===== src/rtl/sdwc_pkg.sv =====
// Shared types and constants of the sector defect window counter.
`default_nettype none
package sdwc_pkg;

    localparam int REQ_W      = 2;
    localparam int TAB_W      = 31;
    localparam int REASON_W   = 8;
    localparam int SECTOR_W   = 16;
    localparam int CFG_IDX_W  = 2;
    localparam int CFG_DATA_W = 16;

    localparam logic [SECTOR_W-1:0] SECTOR_RESET = 16'd100;
    localparam logic [REASON_W-1:0] MIN_REASON_RESET = 8'd0;

    localparam logic [CFG_IDX_W-1:0] CFG_SECTOR_SIZE = 2'd0;
    localparam logic [CFG_IDX_W-1:0] CFG_MIN_REASON  = 2'd1;

    typedef enum logic [REQ_W-1:0] {
        REQ_JUDGE = 2'd0,
        REQ_SWEEP = 2'd1,
        REQ_CLEAR = 2'd2
    } t_req;

    typedef enum logic [2:0] {
        ST_IDLE,
        ST_EXEC,
        ST_LOAD,
        ST_CHECK,
        ST_DONE
    } t_state;

endpackage
`default_nettype wire


===== src/rtl/sdwc_in_if.sv =====
// Input channel carrying one tab report per beat.
`default_nettype none
interface sdwc_in_if import sdwc_pkg::*; ();
    logic                valid;
    logic                ready;
    logic [REQ_W-1:0]    req_type;
    logic [TAB_W-1:0]    tab_no;
    logic                is_defect;
    logic [REASON_W-1:0] reason_code;

    modport source (output valid, req_type, tab_no, is_defect, reason_code, input ready);
    modport sink   (input valid, req_type, tab_no, is_defect, reason_code, output ready);
endinterface
`default_nettype wire


===== src/rtl/sdwc_out_if.sv =====
// Output channel carrying the window count and overflow flag per beat.
`default_nettype none
interface sdwc_out_if #(
    parameter int COUNT_W = 7
) ();
    logic               valid;
    logic               ready;
    logic [COUNT_W-1:0] defect_count;
    logic               overflow;

    modport source (output valid, defect_count, overflow, input ready);
    modport sink   (input valid, defect_count, overflow, output ready);
endinterface
`default_nettype wire


===== src/rtl/sector_defect_window_counter.sv =====
// Top level: defect tab FIFO with a sequenced head-expiry compare unit.
// Each beat passes through EXEC and DONE; a judged tab or a sweep that finds the window non-empty
// also passes LOAD and CHECK, and a sweep stays in CHECK while it drops expired head entries.
// One item at a time; the next beat is taken only once the result of the last one is registered.
// Synchronous active-low reset clears the pointers and count and restores sector_size
// to 100 and min_reason to 0; the entry RAM is not cleared.
`default_nettype none
module sector_defect_window_counter import sdwc_pkg::*; #(
    parameter int WINDOW_DEPTH = 64
) (
    input  wire logic                  i_clk,
    input  wire logic                  i_rst_n,
    input  wire logic                  i_cfg_we,
    input  wire logic [CFG_IDX_W-1:0]  i_cfg_idx,
    input  wire logic [CFG_DATA_W-1:0] i_cfg_data,
    sdwc_in_if.sink                    i_in,
    sdwc_out_if.source                 o_out
);

    localparam int AW = $clog2(WINDOW_DEPTH);
    localparam int CW = $clog2(WINDOW_DEPTH + 1);
    localparam logic [CW-1:0] FULL_COUNT = CW'(WINDOW_DEPTH);
    localparam logic [AW-1:0] LAST_SLOT  = AW'(WINDOW_DEPTH - 1);

    t_state              r_state, n_state;
    logic [SECTOR_W-1:0] r_sector;
    logic [REASON_W-1:0] r_min_reason;
    t_req                r_req;
    logic [TAB_W-1:0]    r_tab;
    logic                r_defect;
    logic [REASON_W-1:0] r_reason;
    logic [AW-1:0]       r_head, n_head;
    logic [AW-1:0]       r_tail, n_tail;
    logic [CW-1:0]       r_total, n_total;
    logic                r_ovf, n_ovf;
    logic                r_out_valid, n_out_valid;
    logic [CW-1:0]       r_out_count;
    logic                r_out_ovf;
    logic                w_load_out;

    logic                w_we;
    logic [TAB_W-1:0]    w_rdata;
    logic [TAB_W:0]      w_diff;
    logic [TAB_W-1:0]    w_sector_ext;
    logic                w_lag_ge;
    logic                w_lag_gt;
    logic                w_hit;
    logic [CW:0]         w_ptr_sum;
    logic [CW:0]         w_ptr_wrap;

    function automatic logic [AW-1:0] next_slot(input logic [AW-1:0] idx);
        return (idx == LAST_SLOT) ? '0 : idx + 1'b1;
    endfunction

    sdwc_ram #(
        .WIDTH (TAB_W),
        .DEPTH (WINDOW_DEPTH)
    ) u_store (
        .i_clk   (i_clk),
        .i_we    (w_we),
        .i_waddr (r_tail),
        .i_wdata (r_tab),
        .i_raddr (n_head),
        .o_rdata (w_rdata)
    );

    // Lag of the head entry as a signed difference; negative lag never expires.
    assign w_sector_ext = {{(TAB_W - SECTOR_W){1'b0}}, r_sector};
    assign w_diff   = {1'b0, r_tab} - {1'b0, w_rdata};
    assign w_lag_ge = !w_diff[TAB_W] && (w_diff[TAB_W-1:0] >= w_sector_ext);
    assign w_lag_gt = w_lag_ge && (w_diff[TAB_W-1:0] != w_sector_ext);
    assign w_hit    = (r_req == REQ_JUDGE) ? w_lag_ge : w_lag_gt;

    assign i_in.ready         = (r_state == ST_IDLE);
    assign o_out.valid        = r_out_valid;
    assign o_out.defect_count = r_out_count;
    assign o_out.overflow     = r_out_ovf;

    always_ff @(posedge i_clk) begin
        if (!i_rst_n) begin
            r_sector     <= SECTOR_RESET;
            r_min_reason <= MIN_REASON_RESET;
        end else if (i_cfg_we) begin
            case (i_cfg_idx)
                CFG_SECTOR_SIZE: r_sector <= i_cfg_data;
                CFG_MIN_REASON:  r_min_reason <= i_cfg_data[REASON_W-1:0];
                default: ;
            endcase
        end
    end

    always_ff @(posedge i_clk) begin
        if (!i_rst_n) begin
            r_state     <= ST_IDLE;
            r_head      <= '0;
            r_tail      <= '0;
            r_total     <= '0;
            r_ovf       <= 1'b0;
            r_out_valid <= 1'b0;
        end else begin
            r_state     <= n_state;
            r_head      <= n_head;
            r_tail      <= n_tail;
            r_total     <= n_total;
            r_ovf       <= n_ovf;
            r_out_valid <= n_out_valid;
        end
    end

    always_ff @(posedge i_clk) begin
        if (i_in.valid && i_in.ready) begin
            r_req    <= t_req'(i_in.req_type);
            r_tab    <= i_in.tab_no;
            r_defect <= i_in.is_defect;
            r_reason <= i_in.reason_code;
        end
        if (w_load_out) begin
            r_out_count <= r_total;
            r_out_ovf   <= r_ovf;
        end
    end

    always_comb begin
        n_state     = r_state;
        n_head      = r_head;
        n_tail      = r_tail;
        n_total     = r_total;
        n_ovf       = r_ovf;
        w_we        = 1'b0;
        w_load_out  = 1'b0;
        n_out_valid = r_out_valid && !o_out.ready;
        case (r_state)
            ST_IDLE: begin
                if (i_in.valid) begin
                    n_state = ST_EXEC;
                    n_ovf   = 1'b0;
                end
            end
            ST_EXEC: begin
                case (r_req)
                    REQ_JUDGE: begin
                        if (r_defect && (r_reason >= r_min_reason)) begin
                            if (r_total == FULL_COUNT) begin
                                n_ovf = 1'b1;
                            end else begin
                                w_we    = 1'b1;
                                n_tail  = next_slot(r_tail);
                                n_total = r_total + 1'b1;
                            end
                        end
                        n_state = (n_total != '0) ? ST_LOAD : ST_DONE;
                    end
                    REQ_SWEEP: begin
                        n_state = (r_total != '0) ? ST_LOAD : ST_DONE;
                    end
                    REQ_CLEAR: begin
                        n_head  = '0;
                        n_tail  = '0;
                        n_total = '0;
                        n_state = ST_DONE;
                    end
                    default: begin
                        n_state = ST_DONE;
                    end
                endcase
            end
            ST_LOAD: begin
                n_state = ST_CHECK;
            end
            ST_CHECK: begin
                if (w_hit) begin
                    n_head  = next_slot(r_head);
                    n_total = r_total - 1'b1;
                end
                if (w_hit && (r_req == REQ_SWEEP) && (r_total > CW'(1))) begin
                    n_state = ST_CHECK;
                end else begin
                    n_state = ST_DONE;
                end
            end
            ST_DONE: begin
                if (!r_out_valid || o_out.ready) begin
                    w_load_out  = 1'b1;
                    n_out_valid = 1'b1;
                    n_state     = ST_IDLE;
                end
            end
            default: begin
                n_state = ST_IDLE;
            end
        endcase
    end

    assign w_ptr_sum  = {1'b0, CW'(r_head)} + {1'b0, r_total};
    assign w_ptr_wrap = (w_ptr_sum >= (CW + 1)'(WINDOW_DEPTH))
                      ? w_ptr_sum - (CW + 1)'(WINDOW_DEPTH) : w_ptr_sum;

    a_total_bound: assert property (@(posedge i_clk) disable iff (!i_rst_n)
        r_total <= FULL_COUNT)
        else $error("window count exceeds store depth");

    a_ptr_consistent: assert property (@(posedge i_clk) disable iff (!i_rst_n)
        w_ptr_wrap[AW-1:0] == r_tail)
        else $error("tail pointer does not match head plus count");

    a_check_nonempty: assert property (@(posedge i_clk) disable iff (!i_rst_n)
        (r_state == ST_CHECK) |-> (r_total != '0))
        else $error("head compare on an empty window");

    a_clear_empties: assert property (@(posedge i_clk) disable iff (!i_rst_n)
        (r_state == ST_EXEC && r_req == REQ_CLEAR) |=> (r_total == '0))
        else $error("clear request left entries in the window");

    a_overflow_full: assert property (@(posedge i_clk) disable iff (!i_rst_n)
        (o_out.valid && o_out.overflow) |-> (o_out.defect_count >= FULL_COUNT - 1'b1))
        else $error("overflow flagged while the store was not full");

endmodule
`default_nettype wire


===== src/rtl/sdwc_ram.sv =====
// Generic single-write, single-read RAM with registered read data.
`default_nettype none
module sdwc_ram #(
    parameter int WIDTH = 31,
    parameter int DEPTH = 64
) (
    input  wire logic                     i_clk,
    input  wire logic                     i_we,
    input  wire logic [$clog2(DEPTH)-1:0] i_waddr,
    input  wire logic [WIDTH-1:0]         i_wdata,
    input  wire logic [$clog2(DEPTH)-1:0] i_raddr,
    output      logic [WIDTH-1:0]         o_rdata
);

    logic [WIDTH-1:0] r_mem [DEPTH];

    always_ff @(posedge i_clk) begin
        if (i_we) begin
            r_mem[i_waddr] <= i_wdata;
        end
        o_rdata <= r_mem[i_raddr];
    end

endmodule
`default_nettype wire

===== src/flat_wrapper.sv =====
// flat-port wrapper written by rule: the top's interface ports become plain ports
module sector_defect_window_counter_flat import sdwc_pkg::*;
#(
    parameter int WINDOW_DEPTH = 64
)
  (i_clk, i_rst_n, i_cfg_we, i_cfg_idx, i_cfg_data, i_in_valid, i_in_req_type, i_in_tab_no, i_in_is_defect, i_in_reason_code, i_in_ready, o_out_valid, o_out_defect_count, o_out_overflow, o_out_ready);
  sdwc_in_if i_in_i ();
  sdwc_out_if o_out_i ();
  input  wire logic i_clk;
  input  wire logic i_rst_n;
  input  wire logic i_cfg_we;
  input  wire logic [CFG_IDX_W-1:0] i_cfg_idx;
  input  wire logic [CFG_DATA_W-1:0] i_cfg_data;
  input wire logic [$bits(i_in_i.valid)-1:0] i_in_valid;
  input wire logic [$bits(i_in_i.req_type)-1:0] i_in_req_type;
  input wire logic [$bits(i_in_i.tab_no)-1:0] i_in_tab_no;
  input wire logic [$bits(i_in_i.is_defect)-1:0] i_in_is_defect;
  input wire logic [$bits(i_in_i.reason_code)-1:0] i_in_reason_code;
  output wire logic [$bits(i_in_i.ready)-1:0] i_in_ready;
  output wire logic [$bits(o_out_i.valid)-1:0] o_out_valid;
  output wire logic [$bits(o_out_i.defect_count)-1:0] o_out_defect_count;
  output wire logic [$bits(o_out_i.overflow)-1:0] o_out_overflow;
  input wire logic [$bits(o_out_i.ready)-1:0] o_out_ready;
  assign i_in_i.valid = i_in_valid;
  assign i_in_i.req_type = i_in_req_type;
  assign i_in_i.tab_no = i_in_tab_no;
  assign i_in_i.is_defect = i_in_is_defect;
  assign i_in_i.reason_code = i_in_reason_code;
  assign i_in_ready = i_in_i.ready;
  assign o_out_valid = o_out_i.valid;
  assign o_out_defect_count = o_out_i.defect_count;
  assign o_out_overflow = o_out_i.overflow;
  assign o_out_i.ready = o_out_ready;
  sector_defect_window_counter #(.WINDOW_DEPTH(WINDOW_DEPTH)) u_core (.i_clk(i_clk), .i_rst_n(i_rst_n), .i_cfg_we(i_cfg_we), .i_cfg_idx(i_cfg_idx), .i_cfg_data(i_cfg_data), .i_in(i_in_i), .o_out(o_out_i));
endmodule

===== config.mk =====
export PLATFORM = sky130hd
export DESIGN_NAME = sector_defect_window_counter_flat
export DESIGN_NICKNAME = d
export VERILOG_FILES = /design/src/rtl/sdwc_pkg.sv /design/src/rtl/sdwc_in_if.sv /design/src/rtl/sdwc_out_if.sv /design/src/rtl/sector_defect_window_counter.sv /design/src/rtl/sdwc_ram.sv /design/src/flat_wrapper.sv
export SDC_FILE = /design/constraint.sdc
export NUM_CORES = 2
export LEC_CHECK = 0
export BUFFER_PORTS_ARGS = -buffer_cell sky130_fd_sc_hd__buf_4
export CAP_MARGIN = 20
export CORE_UTILIZATION = 50
export CTS_BUF_LIST = sky130_fd_sc_hd__clkbuf_4 sky130_fd_sc_hd__clkbuf_8
export CTS_CLUSTER_SIZE = 16
export DETAILED_ROUTE_END_ITERATION = 10
export HOLD_SLACK_MARGIN = 0.02
export PLACE_DENSITY = 0.63
export SLEW_MARGIN = 10
export SYNTH_ARGS = -nofsm -noshare
export SYNTH_HDL_FRONTEND = slang
export SYNTH_SLANG_ARGS = --single-unit

===== constraint.sdc =====
create_clock -name i_clk -period 9.2 [get_ports i_clk]
set_clock_uncertainty 0.05 [all_clocks]
set_input_delay 0.92 -clock i_clk [delete_from_list [all_inputs] [get_ports i_clk]]
set_output_delay 0.92 -clock i_clk [all_outputs]
set_load 0.1 [all_outputs]

==> results.py <==
metrics = {
    "synthesis": {
        "synth-seq-cells": 2113,
        "yosys.area_share.simple": 0.1088,
        "synth_nets": 6075,
        "synth-edff-count": 2034,
        "syn_inst": 5949,
        "synth-xor-area-share": 0.002792,
        "avgSynthCellArea_um2": 14.24,
        "muxShareOfSynthArea": 0.05115,
        "synthDistinctLibCells": 80,
        "synth_compound_area_frac": 0.06569,
        "ys_async_sr_fraction": 0,
        "netlist_area_mm2": 0.08469,
        "synth_top_family_by_area": "simple AND/OR/NAND/NOR gates",
        "synth-main-ff-cell": "edfxtp_1",
        "synthAdderAreaFrac": 0.009101,
        "ys_warn_count": 0,
        "yosysSeqAreaShare": 0.7399,
    },
    "setup_path": {
        "path_class": "register to register",
        "worstPathMaxFanout": 43,
        "critPathArrivalTime_ns": 9.16,
        "cp.required_ns": 10.08,
        "cp-end-kind": "register",
        "cp-start-kind": "register",
    },
    "hold_path": {
        "holdCritPathClass": "primary input to register",
    },
    "clock_tree": {
        "cts_root_buffer": "clkbuf_8",
        "htreeDepth": 5,
        "cts_resized": 0,
        "clk_path_buf_depth": 4,
        "cts_buffers": 352,
        "insertion_delay_ns": 1.08,
        "clk_pin_slew_ns": 0.07,
        "cts.sinks": 2113,
        "cts_tree": "built",
        "post-cts-setup-buffer-count": 0,
        "hold_buffers": 50,
    },
    "layout": {
        "syn2layout_area_growth_pct": 13.21,
        "layout_common_cells": "2034 x edfxtp_1, 1266 x nand2_1, 444 x nand3_1",
        "fillers": 13178,
        "final_nets": 6385,
        "seq_area_mm2": 0.06266,
        "fin_util": 0.5720,
        "drive_above_1_share": 0.1383,
        "multi_input_area_mm2": 0.02069,
        "layout_commonest_cell": "edfxtp_1",
        "final_cell_count_no_fill": 8716,
    },
    "timing": {
        "fin_setup_tns_ns": 0,
        "slew_viol_final": 0,
        "setup_viol": 0,
        "period_share": 0.8998,
        "relSlewSlack": 0.2108,
        "clock.fmax_ghz": 0.1208,
        "fin_crit_ns": 8.278,
        "tightest_slew_ns": 1.184,
        "rsz0062_at_grt": "false",
        "hold_viol_final": 0,
    },
    "floorplan": {
        "coreArea_mm2": 0.1676,
        "die_width_um": 413.6,
        "initial_core_util": 0.5053,
        "pin_count": 75,
        "rows": 150,
        "die_h_um": 413.6,
        "die_area_mm2": 0.1710,
    },
    "power_and_ir_drop": {
        "power.leakage_nw": 33.19,
        "ir_drop_uv": 138.9,
        "power_density_mw_per_mm2": 201.6,
        "power_mw": 19.33,
    },
    "grt": {
        "overflow": 0,
        "antenna_found_initial": 10,
        "grt_max_degree": 175,
        "grt_pass1_vias": 50018,
        "grt_use_total": 0.3036,
        "grt_pass1_wl_mm": 366.6,
    },
    "outcome": {
        "status": "finished clean",
    },
    "routing": {
        "drc_errors": 0,
        "first_pass_iters": 6,
        "postRouteAntennaNets": 0,
        "drtIter0Drc": 7039,
        "vias_per_cell": 6.143,
        "routed_wl_mm": 262.6,
        "vias": 53544,
        "wl_per_cell_um": 30.13,
    },
    "place": {
        "hpwl_mm": 148.4,
        "io_buffers": 74,
        "placed_cells": 8053,
        "gp_congestion": 0.9811,
    },
    "job": {
        "cap_viol_max_count": 0,
    },
}
[layout make-up]
class | count | share of cell area
diodes | 3 | 0.00007830
clock buffers | 504 | 0.06361
clock inverters | 100 | 0.005912
inverters | 72 | 0.002819
multi-input cells | 3414 | 0.2158
flip-flops and latches | 2113 | 0.6536
well taps | 2204 | 0.02876
repair buffers | 306 | 0.02947
[power by group]
group | internal, mW | leakage, nW | switching [mW]
Combinational | 0.150 | 10.7 | 0.480
Sequential | 10.6 | 18.9 | 0.0284
Clock | 4.37 | 3.55 | 3.66
[worst max-delay path, cell delays in order, from the launching register on]
cell	delay (ns)
edfxtp_1	0.35
inv_1	0.05
ha_1	0.20
fa_1	0.41
nor2b_1	0.19
o211ai_1	0.19
a22o_1	0.29
o21ai_0	0.19
xor2_1	0.21
ha_1	0.29
a21oi_1	0.14
o21ai_0	0.16
a221o_1	0.36
o21ai_0	0.28
o2111ai_1	0.16
or4_4	0.57
nor4_4	0.30
a311oi_2	0.35
a22o_4	0.61
a21oi_4	0.86
buf_12	0.31
a32oi_1	0.13
a31oi_1	0.78
a21oi_1	0.29
a211o_1	0.37
[sequential cells by signal (all words and copies together) (netlist names), 7 cells and up]
| name | flops |
|---|---|
| u_core.r_reason | 8 |
| u_core.u_store.o_rdata | 31 |
| u_core.r_tab | 31 |
| u_core.u_store.r_mem | 1984 |
| u_core.r_sector | 16 |
| u_core.o_out.defect_count | 7 |
| u_core.r_total | 7 |
| u_core.r_min_reason | 8 |
[through the flow]
| step | hold slack [ns] | setup WS, ns | instance area [um2] |
|---|---|---|---|
| 2_1_floorplan | 0.3564 | 2.726 | 84690 |
| 3_3_place_gp | 0.3747 | 1.192 | 88510 |
| 3_5_place_dp | 0.3878 | 1.145 | 88600 |
| 4_1_cts | 0.02241 | 1.084 | 95770 |
| 5_1_grt | 0.05623 | 0.5988 | 95870 |
| 6_report | 0.09995 | 0.9217 | 95870 |
[cells by family after synthesis]
| logic type | count (synthesis) |
|---|---|
| adder cells (fa/ha/maj) | 61 |
| AND/OR/NAND/NOR | 2124 |
| flip-flops | 2113 |
| multiplexers | 431 |
| XOR/XNOR | 27 |
| AO/OA/AOI/OAI | 771 |
| buffers and inverters | 422 |
[synthesized netlist by cell type, drive strengths merged, types with 72 or more instances]
| cell | number | share of area |
|---|---|---|
| nand3 | 444 | 0.026 |
| edfxtp | 2034 | 0.72 |
| nor2 | 207 | 0.0092 |
| nand2 | 1266 | 0.056 |
| mux2i | 430 | 0.051 |
| inv | 72 | 0.0032 |
| clkbuf | 155 | 0.0069 |
| a31oi | 103 | 0.0076 |
| buf | 195 | 0.012 |
| a21oi | 146 | 0.0091 |
| o21ai | 74 | 0.0044 |
| dfxtp | 79 | 0.019 |
[path summary, 6_finish.rpt]
check	to	start	slack, ns	depth (start not counted)
setup / recovery	u_core.u_store.o_rdata[5]$_DFF_P_	u_core.r_tab[0]$_DFFE_PP_	0.92	24
hold / removal	u_core.r_tab[10]$_DFFE_PP_	i_in_tab_no[10]	0.1	1
setup reg to reg	u_core.u_store.o_rdata[5]$_DFF_P_	u_core.r_tab[0]$_DFFE_PP_	0.92	24
hold reg to reg	u_core.o_out.overflow$_DFFE_PP_	u_core.r_ovf$_SDFFE_PN0P_	0.41	0
[routing by layer]
layer	GRT usage	routed length (um)	vias up
li1	-	-	23092
met1	0.4052	102400	26924
met2	0.4571	118300	2951
met3	0.07622	26720	571
met4	0.1662	15170	6
met5	0	41	-
Power figures use the tool's default switching activity.
